### src/rtl/ccsc_pkg.sv
// Package for the cosine change step counter.
// Holds widths, register codes, reset values, state and command types.
// No dependencies.
package ccsc_pkg;

    localparam int SAMPLE_BITS_DEF = 14;
    localparam int COS_W           = 16;
    localparam int CNT_W           = 8;
    localparam int THR_W           = 16;
    localparam int CFG_IDX_W       = 2;
    localparam int CFG_DATA_W      = 16;
    localparam int ROOT_W          = 16;
    localparam int ROOT_FRAC       = 30;

    localparam logic [CFG_IDX_W-1:0] CFG_STEP_LOW  = 2'd0;
    localparam logic [CFG_IDX_W-1:0] CFG_STEP_HIGH = 2'd1;

    localparam logic [THR_W-1:0] STEP_LOW_RST  = 16'd1638;
    localparam logic [THR_W-1:0] STEP_HIGH_RST = 16'd3277;

    localparam logic signed [COS_W-1:0] COS_MAX = 16'sh7fff;

    typedef enum logic [2:0] {
        ST_IDLE,
        ST_MUL,
        ST_INIT,
        ST_TRY,
        ST_TEST,
        ST_FINISH
    } t_state;

    // shared multiplier schedule, issued in this order
    typedef enum logic [2:0] {
        MUL_XX,
        MUL_YY,
        MUL_ZZ,
        MUL_DX,
        MUL_DY,
        MUL_DZ,
        MUL_PROD,
        MUL_DSQ
    } t_mul_sel;

    typedef struct packed {
        logic     load;
        logic     mul_en;
        t_mul_sel mul_sel;
        logic     srch_init;
        logic     srch_try;
        logic     srch_test;
        logic     finish;
    } t_dp_cmd;

    typedef struct packed {
        logic bit_last;
    } t_dp_sts;

endpackage

### src/rtl/ccsc_dp.sv
// Datapath of the cosine change step counter: shared multiplier,
// bit-serial root search, step compare, state and config registers.
// Depends on ccsc_pkg.
module ccsc_dp
    import ccsc_pkg::*;
#(
    parameter int SAMPLE_BITS = SAMPLE_BITS_DEF
) (
    input  logic                          i_clk,
    input  logic                          i_rst_n,
    input  t_dp_cmd                       i_cmd,
    output t_dp_sts                       o_sts,
    input  logic signed [SAMPLE_BITS-1:0] i_accel_x,
    input  logic signed [SAMPLE_BITS-1:0] i_accel_y,
    input  logic signed [SAMPLE_BITS-1:0] i_accel_z,
    input  logic                          i_cfg_we,
    input  logic [CFG_IDX_W-1:0]          i_cfg_idx,
    input  logic [CFG_DATA_W-1:0]         i_cfg_data,
    output logic [CNT_W-1:0]              o_step_total,
    output logic                          o_step_seen,
    output logic signed [COS_W-1:0]       o_cosine_now,
    output logic                          o_cosine_ok
);

    localparam int OPW   = 2 * SAMPLE_BITS + 1;  // multiplier operand
    localparam int PW    = 2 * OPW;              // multiplier product
    localparam int MW    = 2 * SAMPLE_BITS;      // squared magnitude
    localparam int DOT_W = 2 * SAMPLE_BITS + 1;  // signed dot product
    localparam int SQW   = 4 * SAMPLE_BITS;      // prod and dot^2
    localparam int SW    = 4 * SAMPLE_BITS + 34; // search accumulators

    // config
    logic [THR_W-1:0] r_thr_lo, r_thr_hi;

    // sample state
    logic signed [SAMPLE_BITS-1:0] r_x, r_y, r_z;
    logic signed [SAMPLE_BITS-1:0] r_lx, r_ly, r_lz;
    logic [MW-1:0]                 r_mnew, r_mold;
    logic signed [DOT_W-1:0]       r_dot;
    logic [SQW-1:0]                r_prod, r_dsq;
    logic signed [COS_W-1:0]       r_last_cos;
    logic                          r_last_ok;
    logic [CNT_W-1:0]              r_count;

    // multiplier
    logic signed [OPW-1:0] mul_a, mul_b;
    logic signed [PW-1:0]  r_mul;
    logic                  r_mul_vld;
    t_mul_sel              r_mul_dst;
    logic signed [DOT_W-1:0] dot_abs;

    // root search
    logic [SW-1:0]     r_s, r_q, r_pk2, r_cand, d_ref, q_acc;
    logic [ROOT_W-1:0] r_c, r_bit;
    logic              fit;

    // finish
    logic                    ok;
    logic [ROOT_W:0]         c_ext, c_neg;
    logic signed [COS_W-1:0] cos_val;
    logic signed [COS_W:0]   diff;
    logic [COS_W:0]          diff_abs;
    logic [THR_W-1:0]        delta;
    logic                    step;

    always_ff @(posedge i_clk) begin
        if (!i_rst_n) begin
            r_thr_lo <= STEP_LOW_RST;
            r_thr_hi <= STEP_HIGH_RST;
        end else if (i_cfg_we) begin
            unique case (i_cfg_idx)
                CFG_STEP_LOW:  r_thr_lo <= i_cfg_data[THR_W-1:0];
                CFG_STEP_HIGH: r_thr_hi <= i_cfg_data[THR_W-1:0];
                default: ;
            endcase
        end
    end

    assign dot_abs = r_dot[DOT_W-1] ? -r_dot : r_dot;

    always_comb begin
        mul_a = '0;
        mul_b = '0;
        unique case (i_cmd.mul_sel)
            MUL_XX:   begin mul_a = OPW'(r_x);  mul_b = OPW'(r_x); end
            MUL_YY:   begin mul_a = OPW'(r_y);  mul_b = OPW'(r_y); end
            MUL_ZZ:   begin mul_a = OPW'(r_z);  mul_b = OPW'(r_z); end
            MUL_DX:   begin mul_a = OPW'(r_lx); mul_b = OPW'(r_x); end
            MUL_DY:   begin mul_a = OPW'(r_ly); mul_b = OPW'(r_y); end
            MUL_DZ:   begin mul_a = OPW'(r_lz); mul_b = OPW'(r_z); end
            MUL_PROD: begin
                mul_a = signed'(OPW'(r_mold));
                mul_b = signed'(OPW'(r_mnew));
            end
            MUL_DSQ:  begin
                mul_a = signed'(OPW'(dot_abs[MW-1:0]));
                mul_b = signed'(OPW'(dot_abs[MW-1:0]));
            end
            default: ;
        endcase
    end

    always_ff @(posedge i_clk) begin
        r_mul     <= mul_a * mul_b;
        r_mul_dst <= i_cmd.mul_sel;
        if (!i_rst_n) begin
            r_mul_vld <= 1'b0;
        end else begin
            r_mul_vld <= i_cmd.mul_en;
        end
    end

    // load sample, then accumulate products from the registered multiplier output
    always_ff @(posedge i_clk) begin
        if (i_cmd.load) begin
            r_x    <= i_accel_x;
            r_y    <= i_accel_y;
            r_z    <= i_accel_z;
            r_mnew <= '0;
            r_dot  <= '0;
        end else if (r_mul_vld) begin
            case (r_mul_dst) inside
                MUL_XX, MUL_YY, MUL_ZZ: r_mnew <= r_mnew + r_mul[MW-1:0];
                MUL_DX, MUL_DY, MUL_DZ: r_dot  <= r_dot + r_mul[DOT_W-1:0];
                MUL_PROD:               r_prod <= r_mul[SQW-1:0];
                default:                r_dsq  <= r_mul[SQW-1:0];
            endcase
        end
    end

    // largest c with c^2 * prod <= dot^2 * 2^30, one bit per try/test pair.
    // S = c^2*prod, Q = c*prod*2^(k+1), pk2 = prod*2^(2k)
    assign d_ref = SW'({r_dsq, {ROOT_FRAC{1'b0}}});
    assign fit   = (r_cand <= d_ref);
    assign q_acc = fit ? r_q + (r_pk2 << 1) : r_q;

    always_ff @(posedge i_clk) begin
        if (!i_rst_n) begin
            r_bit <= '0;
        end else if (i_cmd.srch_init) begin
            r_bit <= {1'b1, {(ROOT_W-1){1'b0}}};
        end else if (i_cmd.srch_test) begin
            r_bit <= r_bit >> 1;
        end
    end

    always_ff @(posedge i_clk) begin
        if (i_cmd.srch_init) begin
            r_s   <= '0;
            r_q   <= '0;
            r_c   <= '0;
            r_pk2 <= SW'(r_prod) << (2 * (ROOT_W - 1));
        end else if (i_cmd.srch_try) begin
            r_cand <= r_s + r_q + r_pk2;
        end else if (i_cmd.srch_test) begin
            if (fit) begin
                r_s <= r_cand;
                r_c <= r_c | r_bit;
            end
            r_q   <= q_acc >> 1;
            r_pk2 <= r_pk2 >> 2;
        end
    end

    assign o_sts.bit_last = r_bit[0];

    // cosine, band compare
    assign ok    = (r_mold != '0) && (r_mnew != '0);
    assign c_ext = {1'b0, r_c};
    assign c_neg = -c_ext;

    always_comb begin
        if (!ok) begin
            cos_val = '0;
        end else if (r_dot[DOT_W-1]) begin
            cos_val = signed'(c_neg[COS_W-1:0]);
        end else if (c_ext > (ROOT_W+1)'(COS_MAX)) begin
            cos_val = COS_MAX;
        end else begin
            cos_val = signed'(c_ext[COS_W-1:0]);
        end
    end

    assign diff     = {cos_val[COS_W-1], cos_val} - {r_last_cos[COS_W-1], r_last_cos};
    assign diff_abs = diff[COS_W] ? -diff : diff;
    assign delta    = diff_abs[THR_W-1:0];
    assign step     = ok && r_last_ok && (delta >= r_thr_lo) && (delta <= r_thr_hi);

    always_ff @(posedge i_clk) begin
        if (!i_rst_n) begin
            r_lx       <= '0;
            r_ly       <= '0;
            r_lz       <= '0;
            r_mold     <= '0;
            r_last_cos <= '0;
            r_last_ok  <= 1'b0;
            r_count    <= '0;
        end else if (i_cmd.finish) begin
            r_lx       <= r_x;
            r_ly       <= r_y;
            r_lz       <= r_z;
            r_mold     <= r_mnew;
            r_last_cos <= cos_val;
            r_last_ok  <= ok;
            r_count    <= r_count + CNT_W'(step);
        end
    end

    // output beat payload
    always_ff @(posedge i_clk) begin
        if (i_cmd.finish) begin
            o_step_total <= r_count + CNT_W'(step);
            o_step_seen  <= step;
            o_cosine_now <= cos_val;
            o_cosine_ok  <= ok;
        end
    end

`ifndef NO_ASSERTIONS
    a_bit_onehot: assert property (@(posedge i_clk) disable iff (!i_rst_n)
        $onehot0(r_bit))
        else $error("search bit mask not one-hot");
    a_bad_cos_zero: assert property (@(posedge i_clk) disable iff (!i_rst_n)
        i_cmd.finish && !ok |=> o_cosine_now == '0)
        else $error("invalid cosine not zero");
    a_step_needs_ok: assert property (@(posedge i_clk) disable iff (!i_rst_n)
        i_cmd.finish |=> (!o_step_seen || o_cosine_ok))
        else $error("step counted on invalid cosine");
`endif

endmodule

### src/rtl/ccsc_ctrl.sv
// Controller of the cosine change step counter: sequences the multiplier,
// the root search and the result, and owns both channel handshakes.
// Depends on ccsc_pkg.
module ccsc_ctrl
    import ccsc_pkg::*;
(
    input  logic    i_clk,
    input  logic    i_rst_n,
    input  logic    i_in_valid,
    output logic    o_in_stall,
    output logic    o_out_valid,
    input  logic    i_out_stall,
    output t_dp_cmd o_cmd,
    input  t_dp_sts i_sts
);

    t_state     r_state, n_state;
    logic [2:0] r_cnt, n_cnt;
    logic       r_out_valid, n_out_valid;
    logic       in_take, out_take;

    assign o_in_stall  = (r_state != ST_IDLE);
    assign in_take     = i_in_valid && !o_in_stall;
    assign out_take    = r_out_valid && !i_out_stall;
    assign o_out_valid = r_out_valid;

    always_ff @(posedge i_clk) begin
        if (!i_rst_n) begin
            r_state     <= ST_IDLE;
            r_cnt       <= '0;
            r_out_valid <= 1'b0;
        end else begin
            r_state     <= n_state;
            r_cnt       <= n_cnt;
            r_out_valid <= n_out_valid;
        end
    end

    always_comb begin
        n_state       = r_state;
        n_cnt         = r_cnt;
        n_out_valid   = out_take ? 1'b0 : r_out_valid;
        o_cmd         = '0;
        o_cmd.mul_sel = t_mul_sel'(r_cnt);
        unique case (r_state)
            ST_IDLE: begin
                if (in_take) begin
                    o_cmd.load = 1'b1;
                    n_cnt      = '0;
                    n_state    = ST_MUL;
                end
            end
            ST_MUL: begin
                o_cmd.mul_en = 1'b1;
                n_cnt        = r_cnt + 3'd1;
                if (t_mul_sel'(r_cnt) == MUL_DSQ) begin
                    n_state = ST_INIT;
                end
            end
            ST_INIT: begin
                o_cmd.srch_init = 1'b1;
                n_state         = ST_TRY;
            end
            ST_TRY: begin
                o_cmd.srch_try = 1'b1;
                n_state        = ST_TEST;
            end
            ST_TEST: begin
                o_cmd.srch_test = 1'b1;
                n_state         = i_sts.bit_last ? ST_FINISH : ST_TRY;
            end
            ST_FINISH: begin
                // hold until the output register is free or drains now
                if (!r_out_valid || !i_out_stall) begin
                    o_cmd.finish = 1'b1;
                    n_out_valid  = 1'b1;
                    n_state      = ST_IDLE;
                end
            end
            default: n_state = ST_IDLE;
        endcase
    end

`ifndef NO_ASSERTIONS
    a_take_starts_mul: assert property (@(posedge i_clk) disable iff (!i_rst_n)
        in_take |=> (r_state == ST_MUL) && (r_cnt == '0))
        else $error("accepted beat did not start the multiply sequence");
    a_valid_from_finish: assert property (@(posedge i_clk) disable iff (!i_rst_n)
        $rose(r_out_valid) |-> $past(r_state) == ST_FINISH)
        else $error("output valid raised outside finish");
    a_no_overwrite: assert property (@(posedge i_clk) disable iff (!i_rst_n)
        (r_state == ST_FINISH) && r_out_valid && i_out_stall |=> r_state == ST_FINISH)
        else $error("result written over a pending beat");
`endif

endmodule

### src/rtl/cosine_change_step_counter_unit.sv
// Top level of the cosine change step counter.
// Instantiates ccsc_ctrl and ccsc_dp; depends on ccsc_pkg.
//
// Usage:
//  - Input channel (i_in_valid / o_in_stall): one beat is one accelerometer
//    sample x, y, z. A beat is taken when valid is high and stall is low.
//  - Output channel (o_out_valid / i_out_stall): one result beat per sample:
//    running step total, step flag, Q1.15 cosine to the previous sample and
//    its valid flag.
//  - Config port: i_cfg_we with i_cfg_idx 0 writes the low band edge,
//    1 the high band edge; other indexes are ignored. Write only when idle.
//  - Sequence after an input beat is taken: the shared multiplier forms
//    the three squares, three dot terms, magnitude product and dot
//    squared, then come a search setup step, the bit-serial root search
//    (a try and a test step for each of 16 cosine bits) and the finish
//    step, which writes the result into the output register.
//  - Input stalls while a sample is in flight, up to its finish step.
//  - The output register parts the channels: a new sample is taken while
//    the last result still waits. If the receiver stalls, the next result
//    holds in the finish step until the pending beat leaves.
//  - Reset (synchronous, active low): previous sample, cosine and count
//    cleared, cosine marked invalid, band edges back to 1638 and 3277.
module cosine_change_step_counter_unit
    import ccsc_pkg::*;
#(
    parameter int SAMPLE_BITS = SAMPLE_BITS_DEF
) (
    input  logic                          i_clk,
    input  logic                          i_rst_n,
    // input channel
    input  logic                          i_in_valid,
    output logic                          o_in_stall,
    input  logic signed [SAMPLE_BITS-1:0] i_accel_x,
    input  logic signed [SAMPLE_BITS-1:0] i_accel_y,
    input  logic signed [SAMPLE_BITS-1:0] i_accel_z,
    // config write port
    input  logic                          i_cfg_we,
    input  logic [CFG_IDX_W-1:0]          i_cfg_idx,
    input  logic [CFG_DATA_W-1:0]         i_cfg_data,
    // output channel
    output logic                          o_out_valid,
    input  logic                          i_out_stall,
    output logic [CNT_W-1:0]              o_step_total,
    output logic                          o_step_seen,
    output logic signed [COS_W-1:0]       o_cosine_now,
    output logic                          o_cosine_ok
);

    t_dp_cmd dp_cmd;
    t_dp_sts dp_sts;

    ccsc_ctrl u_ctrl (
        .i_clk       (i_clk),
        .i_rst_n     (i_rst_n),
        .i_in_valid  (i_in_valid),
        .o_in_stall  (o_in_stall),
        .o_out_valid (o_out_valid),
        .i_out_stall (i_out_stall),
        .o_cmd       (dp_cmd),
        .i_sts       (dp_sts)
    );

    ccsc_dp #(
        .SAMPLE_BITS (SAMPLE_BITS)
    ) u_dp (
        .i_clk        (i_clk),
        .i_rst_n      (i_rst_n),
        .i_cmd        (dp_cmd),
        .o_sts        (dp_sts),
        .i_accel_x    (i_accel_x),
        .i_accel_y    (i_accel_y),
        .i_accel_z    (i_accel_z),
        .i_cfg_we     (i_cfg_we),
        .i_cfg_idx    (i_cfg_idx),
        .i_cfg_data   (i_cfg_data),
        .o_step_total (o_step_total),
        .o_step_seen  (o_step_seen),
        .o_cosine_now (o_cosine_now),
        .o_cosine_ok  (o_cosine_ok)
    );

endmodule

### config.mk
export PLATFORM = sky130hd
export DESIGN_NAME = cosine_change_step_counter_unit
export DESIGN_NICKNAME = d
export VERILOG_FILES = /design/src/rtl/ccsc_pkg.sv /design/src/rtl/ccsc_dp.sv /design/src/rtl/ccsc_ctrl.sv /design/src/rtl/cosine_change_step_counter_unit.sv
export SDC_FILE = /design/constraint.sdc
export NUM_CORES = 2
export LEC_CHECK = 0
export BUFFER_PORTS_ARGS = -buffer_cell sky130_fd_sc_hd__buf_4
export CELL_PAD_IN_SITES_DETAIL_PLACEMENT = 2
export CELL_PAD_IN_SITES_GLOBAL_PLACEMENT = 2
export CORE_MARGIN = 5
export CORE_UTILIZATION = 45
export DETAILED_ROUTE_END_ITERATION = 7
export PLACE_DENSITY = 0.94
export SLEW_MARGIN = 20
export SYNTH_ARGS = -nofsm -noshare
export SYNTH_HDL_FRONTEND = slang
export SYNTH_SLANG_ARGS = --single-unit
export TNS_END_PERCENT = 30
### constraint.sdc
create_clock -name i_clk -period 21.6 [get_ports i_clk]
set_clock_uncertainty 0.15 [all_clocks]
set_input_delay 4.32 -clock i_clk [delete_from_list [all_inputs] [get_ports i_clk]]
set_output_delay 4.32 -clock i_clk [all_outputs]
set_load 0.01 [all_outputs]
==> results of run 1 <==
## routing by layer
| layer | global-route usage | GRT overflow |
|---|---|---|
| met1 | 0.622 | 14 |
| met2 | 0.831 | 70 |
| met3 | 0.456 | 8 |
| met4 | 0.623 | 47 |
| met5 | 0.299 | 3 |
## metrics by stage
| step | util | hold WS [ns] |
|---|---|---|
| 4_1_cts | 0.492 | 0.295 |
| 3_3_place_gp | 0.472 | 0.246 |
| 3_5_place_dp | 0.472 | 0.266 |
| 2_1_floorplan | - | 0.234 |
## synthesized netlist by cell type, types with 55 or more instances
| cell type | n | area [µm²] |
|---|---|---|
| a21o_1 | 173 | 1300 |
| a21oi_1 | 653 | 3270 |
| a22o_1 | 55 | 482 |
| a31oi_1 | 58 | 363 |
| clkbuf_1 | 369 | 1390 |
| dfxtp_1 | 492 | 9850 |
| edfxtp_1 | 326 | 9790 |
| fa_1 | 972 | 19500 |
| ha_1 | 515 | 6440 |
| inv_1 | 1166 | 4380 |
| nand2_1 | 1312 | 4920 |
| nand3_1 | 69 | 345 |
| nand4_1 | 87 | 544 |
| nor2_1 | 687 | 2580 |
| nor3_1 | 77 | 385 |
| o21a_1 | 61 | 458 |
| o21ai_0 | 251 | 1260 |
| o21ai_1 | 83 | 415 |
| o21bai_1 | 64 | 480 |
| xnor2_1 | 240 | 2100 |
| xor2_1 | 95 | 832 |
## kinds of logic after synthesis
kind of cell,Yosys count
adders and majority gates,1487
buffers and inverters,1573
xor gates and xnor gates,335
muxes,57
DFF,818
and+or+nand+nor,2547
AOI/OAI and AO/OA,1770
==> impl_results.md, run 1 <==
- Global placement routability congestion: 0.930
- Multiplexer share of the synthesized area: 0.00752
- # rows: 151
- Total grt overflow: about 140
- Post-CTS Setup Bufs: 0
- Max Root-Sink Buffers: 3
- Initial antenna violation count: 66
- Cell Area, Synth: 77100 µm²
- Post-CTS Resized: 0
- Synth cell types: 92
- Clock Sinks: 818
- Placed insts: 10608
- Ys Warns: 0
- Post-synth EDFFs: 326
- Complex-gate fraction of the synthesized area: 0.145
- Starting density of the core: 0.454
- Synth Area in Simple Gates: 0.141
- Flops & latches, synth: 818
- Largest family of logic cells by synthesized area: adder cells
- Sum of net half-perimeters after detailed placement: 280000 µm
- Error msg: [ERROR GRT-0232] Routing congestion too high. Check the congestion heatmap in the GUI.
- IO buf count: a little over 90
- Exit stage: global routing (5_1_grt)
- Gr usage total: 0.637
- Die width: ~420 µm
- IO Count: 93
- Die H: 424 µm
- CTS H-tree depth: 3
- Mapped Nets: 10139
- Hold_buf cts: 0
- Mapped Cells: 8587
- Seq/Total Area, Yosys: 0.255
- Syn Area/Cell: 8.97 µm²
- XOR/XNOR Fraction of Synth Area: 0.0381
- Outcome: aborted with a tool error
- Dpl ws: 8.83 ns
- Placed cell areas: around 80000 µm²
- Largest net degree at the start of global routing: 88
- Post-synth ARST share: 0
- Adder-cell share of the synthesized area: 0.336
- TritonCTS buffer count: 95
- Root Buffer: clkbuf_16
- Synth Flop Type: dfxtp_1
==> inputs of run 2 (changes only) <==
CELL_PAD_IN_SITES_DETAIL_PLACEMENT = default   (was 2)
CELL_PAD_IN_SITES_GLOBAL_PLACEMENT = default   (was 2)
CORE_UTILIZATION = 30   (was 45)
PLACE_DENSITY = default   (was 0.94)
PLACE_DENSITY_LB_ADDON = 0.15   (was default)
==> impl_results.md, run 2 <==
- Outcome: finished, final reports clean
- Final hold vios: 0
- Seq/Total Area, Yosys: 0.255
- Sum of net half-perimeters after detailed placement: 198000 µm
- CTS H-tree depth: 3
- Fraction of layout cells with a size suffix above 1: 0.0574
- Crit path kind: reg -> reg
- Flops & latches, synth: roughly 820
- Final ANT Viol Nets: 0
- CP max FO: 35
- Avg WL per Cell: between 20 and 25 µm
- Slowest CP cell: a21o_1
- Peak Freq: 82.0 MHz
- Endpoint, Worst Hold: u_dp.r_mul_dst[2]
- Max Root-Sink Buffers: 3
- IO buf count: 92
- Count of final max-slew check failures: 0
- RSZ-0062 raised after global routing: false
- Synth cell types: 92
- Largest regs: u_dp.r_cand: 90 flops, u_dp.r_s: 90 flops, u_dp.r_q: 89 flops
- Mapped Cells: 8587
- Initial antenna violation count: 4
- # nets final: 10041
- Data arrival, critical path: 12.59 ns
- Worst Setup End Kind: flop
- Drt drc: 0
- Type of origin of the critical path: flop
- Root Buffer: clkbuf_16
- Finished Cell Area: between 80000 and 90000 µm²
- Area Overhead vs Synth: 10.2%
- Die footprint: approximately 270000 µm²
- Min Tclk post-route: 12.20 ns
- Die H: 517 µm
- Via count: ~60000
- TritonCTS buffer count: 96
- Die width: 517 µm
- Hold Path Class: reg -> reg
- Most common cell after layout, fill and taps aside: nand2_1
- CTS clock-pin slew for the worst setup and hold paths: 0.07 ns
- CP top delay family: adder cells
- Starting density of the core: 0.301
- Max cap viols: 0
- Syn Area/Cell: 8.97 µm²
- Ys Warns: 0
- Clock Sinks: 818
- Post-synth top area cell: fa_1
- Global placement routability congestion: just under 0.9
- Drt via density: a little over 5
- Post-CTS Resized: 0
- Crit path launch: u_ctrl.r_cnt[1]
- Post-synth top area share: 0.253
- Synth cell count leaders: 1312 x nand2_1, 1166 x inv_1, 972 x fa_1, 687 x nor2_1, 653 x a21oi_1
- Cell Area, Synth: a little under 80000 µm²
- First-pass GRT wire length: 390000 µm
- Top cells by area, synth: fa_1 25%, dfxtp_1 13%, edfxtp_1 13%, ha_1 8.4%, nand2_1 6.4%
- Reg2reg setup slack: between 9 and 10 ns
- Largest net degree at the start of global routing: 136
- Post-CTS Setup Bufs: 0
- Hold-critical path depth: 0
- Setup TNS: 0 ns
- Post-synth EDFFs: approximately 330
- Worst-Margin Slew: roughly 1.2 ns
- Clock Latency Late Sink: 0.74 ns
- First-iteration detailed-routing DRC count: 4494
- TritonCTS clock tree: yes
- # rows: roughly 190
- Cell with the most instances after synthesis: nand2_1
- Hold_buf cts: 0
- IO Count: 93
- R2R cell count: 35
- Most frequent cells in the layout: 1310 x nand2_1, 1164 x inv_1, 972 x fa_1
- Post-synth ARST share: 0
- Reg-to-reg critical path endpoint: u_dp.r_mul[55]
- Routed wire length: ~260000 µm
- Pre-antenna DRT Iters: 8
- Tcrit/Tclk final: 0.565
- # diodes: 0
- Total grt overflow: 0
- Gr usage total: 0.190
- Crit path top cell by count: fa_1
- Placed cell areas: 81600 µm²
- CP peak stage delay: between 0.6 and 0.7 ns
- Setup violators final: 0
- Critical path buffers and inverters: 5
- Synth Flop Type: dfxtp_1
- Slew headroom: 0.221
- R2r startpoint: u_ctrl.r_cnt[1]
- Vias in the first global route: a little over 60000
- Floorplan core area: 256000 µm²
- Hold_sp: u_ctrl.r_cnt[2]
- Mapped Nets: 10139
- CP required: 21.99 ns
==> run 2: cell counts after synthesis <==
Identical to the previous run, type by type.
==> run 2: logic make-up after synthesis <==
group | synth area share
simple gates | 0.141
compound gates | 0.145
buf+inv | 0.0769
fa+ha+maj | 0.336
flops | 0.255
xor+xnor | 0.0381
mux | 0.00752
==> run 2: worst max-delay path by stage <==
stage                           endpoint  slack, ns  cells after the start
after floorplan           u_dp.r_mul[55]      11.92                     38
after global placement    u_dp.r_mul[55]       9.77                     36
after detailed placement  u_dp.r_mul[55]       9.60                     35
after CTS                 u_dp.r_mul[55]       9.53                     35
after global routing      u_dp.r_mul[55]       8.73                     37
final                     u_dp.r_mul[55]       9.40                     35
==> run 2: cell type report <==
cell class	instances	area (µm²)
clock buffers	131	2710
well taps	3384	4230
multi-input cells	6196	51800
clock inverters	49	551
inverters	1171	4400
fillers	26563	171000
flip-flops and latches	818	19600
repair buffers	206	1560
==> run 2: routing by layer <==
metal / up-vias / track usage / share of wire
li1: 28106 / - / -
met1: 30349 / 0.272 / 0.47
met2: 1512 / 0.304 / 0.45
met3: 317 / 0.0222 / 0.046
met4: 0 / 0.0487 / 0.028
met5: - / 0 / 0
==> run 2: per-stage QoR <==
stage	worst slack, ns	utilization	hold WS (ns)	std cells
after floorplan	11.92	-	0.234	8587
after global placement	9.77	0.319	0.189	11775
after detailed placement	9.60	0.319	0.195	11775
after CTS	9.53	0.331	0.208	11955
after global routing	8.73	0.331	0.211	11955
final	9.40	0.331	0.210	11955
Power of run 2 is left out: the tool's default activity adds up to more than one toggle a clock period on the data nets, which glitch-free logic cannot reach.
